## src/hw/rtl/ias_pkg.sv

```systemverilog
// ias_pkg: shared widths, defaults and the link type of the insertion sorter.
// No dependencies; used by ias_cell, integer_array_sorter_top and the testbench.
package ias_pkg;

  localparam int DATA_W        = 32;
  localparam int MAX_COUNT_DEF = 64;

  // One value moving along the cell row, or held in a cell.
  typedef struct packed {
    logic              valid;
    logic [DATA_W-1:0] value;
  } link_t;

endpackage

```

## src/hw/rtl/ias_cell.sv

```systemverilog
// ias_cell: one cell of the insertion chain; keeps the smaller value, forwards the larger.
// Depends on ias_pkg (link_t, DATA_W).
module ias_cell (
  input  logic           clk,
  input  logic           rst,
  input  logic           shift_en,   // unload: take the right neighbor's held value
  input  ias_pkg::link_t cand_in,    // candidate from the left neighbor
  input  ias_pkg::link_t next_held,  // held value of the right neighbor
  output ias_pkg::link_t cand_out,   // candidate to the right neighbor
  output ias_pkg::link_t held        // this cell's value
);

  ias_pkg::link_t held_next;
  ias_pkg::link_t fwd_next;
  logic           cand_less;

  assign cand_less = $signed(cand_in.value) < $signed(held.value);

  always_comb begin
    held_next      = held;
    fwd_next.valid = 1'b0;
    fwd_next.value = cand_in.value;
    if (shift_en) begin
      held_next = next_held;
    end else if (cand_in.valid) begin
      if (!held.valid) begin
        held_next = cand_in;
      end else if (cand_less) begin
        held_next.value = cand_in.value;
        fwd_next.valid  = 1'b1;
        fwd_next.value  = held.value;
      end else begin
        fwd_next.valid  = 1'b1;
      end
    end
  end

  always_ff @(posedge clk) begin
    if (rst) begin
      held.valid     <= 1'b0;
      cand_out.valid <= 1'b0;
    end else begin
      held.valid     <= held_next.valid;
      cand_out.valid <= fwd_next.valid;
    end
    held.value     <= held_next.value;
    cand_out.value <= fwd_next.value;
  end

endmodule

```

## config.mk

```make
export PLATFORM = sky130hd
export DESIGN_NAME = ias_cell
export DESIGN_NICKNAME = d
export VERILOG_FILES = /design/src/hw/rtl/ias_pkg.sv /design/src/hw/rtl/ias_cell.sv
export SDC_FILE = /design/constraint.sdc
export NUM_CORES = 1
export LEC_CHECK = 0
export BUFFER_PORTS_ARGS = -buffer_cell sky130_fd_sc_hd__buf_2
export CAP_MARGIN = 40
export CORE_UTILIZATION = 35
export CTS_CLUSTER_SIZE = 14
export DETAILED_ROUTE_END_ITERATION = 8
export PLACE_DENSITY = 0.69
export SYNTH_ARGS = -nofsm -noshare
export SYNTH_HDL_FRONTEND = slang
export SYNTH_SLANG_ARGS = --single-unit
```

## constraint.sdc

```tcl
create_clock -name clk -period 9.1 [get_ports clk]
set_clock_uncertainty 0.2 [all_clocks]
set_input_delay 0.91 -clock clk [delete_from_list [all_inputs] [get_ports clk]]
set_output_delay 0.91 -clock clk [all_outputs]
set_load 0.1 [all_outputs]
```

**After elaboration in Yosys (flattened, before gate mapping)**

Cells that the tools add are included.

- Register bits after elaboration: 66
- Bits of input ports: 69
- Output and inout bits: 66
- Word-level logic and storage cells: 18

- $lt $le $gt $ge: 1
- Eq/ne operators: 1
- Mux-type cells: 8
- Bitwise gates (word level): 1
- Reduce and logical (&&, ||, !) cells: 3

Operators with widths:

| cell | number |
|---|---|
| 32-bit two-way mux | 5 |
| 33-bit two-way mux | 3 |
| 32-bit < comparator | 1 |
| 3-bit by 2-bit inequality test with 1-bit output (second input constant) | 1 |
| 3-bit OR reduction | 1 |
| 2-bit AND reduction | 1 |
| 2-bit nonzero test | 1 |
| 1-bit NOT | 1 |

**Depth between registers and ports, before layout**

- Depth in word-level cells: 5
- Depth in mapped cells: 11
- Depth with buffers taken out: 9

**Worst setup path after synthesis**

No wires, ideal clock.

- Kind: register to register
- Start: register held[2] (netlist name)
- End: register held[0] (netlist name) (enable)
- Arrival time: 3.934 ns
- Data required time: 8.484 ns
- Setup slack: 4.550 ns
- Stages on the path, launching flop included: 12
- Clock period less this slack: 4.550 ns
- Cell sequence: edfxtp_1 > inv_1 > ha_1 > a211o_1 > a31oi_1 > o311a_1 > nor3_2 > o31ai_2 > buf_6 > buf_6 > a21oi_1 > nor3_2

- Longest elaborated chain between the ends: 3

RTL lines:

| what | line | text |
|---|---|---|
| start: declaration | ias_cell.sv:10 | `output ias_pkg::link_t held` |
| 32-bit < comparator | ias_cell.sv:17 | `assign cand_less = $signed(cand_in.value) < $signed(held.value);` |
| 3-bit by 2-bit inequality test with 1-bit output (no source line) | -- |  |
| 2-bit AND reduction (no source line) | -- |  |

Every way passes these cells.
A chain may end at the register's enable or synchronous reset.

**Final worst setup path**

- Start: input port cand_in[31] (netlist name)
- End: register held[19] (netlist name) (enable)

- Longest elaborated chain between the ends: 3

RTL lines:

| what | line | text |
|---|---|---|
| start: declaration | ias_cell.sv:7 | `input ias_pkg::link_t cand_in,` |
| 32-bit < comparator | ias_cell.sv:17 |  |
| 3-bit by 2-bit inequality test with 1-bit output (no source line) | -- |  |
| 2-bit AND reduction (no source line) | -- |  |

Every way passes these cells.

==> summary.md <==
| Metric | Value |
|---|---|
| Status | finished, final reports clean |
| Worst Setup Path Type | input pin to flop |
| Slew HR | 0.443 |
| Final Util | 0.445 |
| Multi-input gate area | 2780 um2 |
| Final setup TNS | 0 ns |
| Met1 Use GR | 0.239 |
| First-pass GRT wire length | 20500 um |
| Dpl hpwl | 9180 um |
| CTS tree | built |
| GRT overflow | 0 |
| Maximum clock rate | 0.216 GHz |
| CTS root buf | clkbuf_16 |
| Avg Vias per Cell | 5.50 |
| Startpoint types | input pin |
| CTS resizes | 0 |
| CP max FO | 86 |
| Worst Hold End | cand_out[31] |
| I/O pins | 135 |
| Die Wd | 118 um |
| Cts hold-fix bufs | 0 |
| Most common cell in the netlist | nand2_1 |
| 1st-iter DRT viols | 236 |
| Post-Syn Nets | 615 |
| Max_cap viols | 0 |
| CTS buffer count | 9 |
| FF/Latch Area | 1640 um2 |
| Port Buf Inserts | 134 |
| Initial antenna violation count | 0 |
| WP data required | 8.92 ns |
| Worst min-delay path class | flop to flop |
| Post-synth top area share | 0.204 |
| Htree depth | 3 |
| Number of post-CTS setup repair buffers | 0 |
| Worst min-delay path startpoint | held[31] |
| Commonest cells in the netlist | 70 x nand2_1, 46 x a21oi_1, 34 x dfxtp_1 |
| DIE HEIGHT | 118 um |
| Power per standard cell area | 221 nW/um2 |
| Path depth of the worst reg2reg path | 11 |
| Vias in the first global route | 4134 |
| DRT antenna net count | 0 |
| Worst-margin pin slew | 0.833 ns |
| Worst Path Arrival | 4.45 ns |
| Top cells by area, synth | edfxtp_1 20%, dfxtp_1 14%, ha_1 8.2% |
| Tot GR Track Use | 0.185 |
| Placer Congestion | 0.833 |
| Vias | 4420 |
| Gr busiest metal | met2 |
| Worst hold path depth | 1 |
| DR WL/cell | 15.8 um |
| Largest net degree at the start of global routing | 87 |
| Clock tree buffer depth | 2 |
| CP Capture Type | flop |
| Synth unique cells | 37 |
| # fillers | 1258 |
| Drt drc | 0 |
| Final Cycle Share | 0.509 |
| Leakage power | 2.57 nW |
| RR Startpoint | held[31] |
| Post-synth EDFFs | 32 |
| Reg-to-reg endpoint | held[19] |
| Synth Flop Type | dfxtp_1 |
| Synth area leader | edfxtp_1 |
| Final setup fails | 0 |
| Count of TritonRoute iterations in the first routing pass | 4 |
| Met3 usage | 0.0334 |
| Layout Nets | 723 |
| Min Tclk post-route | 4.63 ns |
| RSZ-0062 raised after global routing | false |
| Yosys reg bits | 66 |
| Synthesized area per cell | 9.14 um2 |
| Warnings from Yosys | 0 |
| Layout cell share with drive strength beyond 1 | 0.342 |
| CTS clock-pin slew for the worst setup and hold paths | 0.06 ns |
| Met2 Track Usage GR | 0.298 |
| Placement Cell Area | 5530 um2 |
| Synthesized netlist cell count | 515 |
| Slew Limit Fails | 0 |
| Area grow syn2layout | 24.6% |
| Post-route cell area | 5870 um2 |
| Hold Violations, Final | 0 |
| Async SR Flop Fraction | 0 |
| Starting Density | 0.357 |
| Total Wirelength | 12700 um |
| Worst R2R Setup Slack | 4.70 ns |
| Placement Rows | 42 |
| Die area | 13900 um2 |
| Antenna cells | 0 |
| Seq/Total Area, Yosys | 0.349 |
| Worst vdd ir | 0.151 mV |
| Core Box Area | 13200 um2 |
| Worst-Skew Late Latency | 0.34 ns |
| Cell Area, Synth | 4710 um2 |
| # clock sinks | 66 |
power by group:
| group | internal [W] | total (W) | switching (W) |
|---|---|---|---|
| Combinational | 0.000118 | 0.000533 | 0.000415 |
| Clock | 0.000261 | 0.000390 | 0.000129 |
| Sequential | 0.000353 | 0.000373 | 0.0000200 |
| Total | 0.000733 | 0.00130 | 0.000564 |
logic make-up after synthesis:
kind of cell | Yosys count | synth area share
AOI/OAI and AO/OA | 119 | 0.199
adders and majority gates | 31 | 0.0824
buffers and inverters | 75 | 0.0678
DFF | 66 | 0.349
muxes | 33 | 0.0789
and+or+nand+nor | 191 | 0.224
critical path: stages:
cell and delay, ns:
buf_2 0.13, ha_4 0.37, buf_16 0.27, nand4_1 0.20
nor2_1 0.08, a221oi_2 0.28, and3_2 0.24, buf_4 0.59
a21oi_1 0.23, nor3_4 0.75, buf_4 0.39
metrics by stage:
step	cells	hold slack (ns)	setup slack (ns)	total power, W
final	804	0.338	4.47	0.00130
after global routing	804	0.345	4.18	0.00135
after CTS	804	0.341	4.46	0.00131
after detailed placement	788	0.324	4.11	0.000913
after global placement	785	0.328	4.20	0.000898
after floorplan	515	0.782	4.55	0.000808
layout make-up:
type | count | area share
Multi-Input combinational cell | 374 | 0.474
Sequential cell | 66 | 0.280
Timing Repair Buffer | 141 | 0.131
Clock buffer | 12 | 0.0454
Tap cell | 176 | 0.0375
Inverter | 31 | 0.0198
Clock inverter | 4 | 0.0124
routing by layer:
| metal | wire [um] | part of all wire |
|---|---|---|
| met5 | 0 | 0 |
| met4 | 246 | 0.019 |
| met3 | 448 | 0.035 |
| met2 | 6050 | 0.48 |
| met1 | 5960 | 0.47 |
cell usage in the layout (no fill, tap or decap), types with 7 or more instances in the layout:
cell	Yosys	final
edfxtp_1	32	32
or3_1	30	30
nand4_1	7	7
and3_1	32	31
dfxtp_1	34	34
o211ai_1	31	31
clkbuf_16	0	9
mux2_2	32	32
ha_1	31	30
nor2_1	7	7
a311oi_1	13	13
buf_2	9	134
inv_1	31	31
a311oi_2	18	18
a21oi_1	46	46
nor3b_1	31	31
nand2_1	70	69
worst max path at each step:
stage	startpoint	end	slack, ns	depth (start not counted)
after global placement	cand_in[31]	held[31]	4.20	10
after detailed placement	cand_in[31]	held[22]	4.11	11
after global routing	cand_in[31]	held[19]	4.18	11
after CTS	cand_in[31]	held[21]	4.46	11
after floorplan	held[2]	held[0]	4.55	11
final	cand_in[31]	held[19]	4.47	11
registers in the layout, summed over array words and instances, names as in the netlist:
signal	count
held	33
cand_out	33
(Power assumes the default switching activity.)
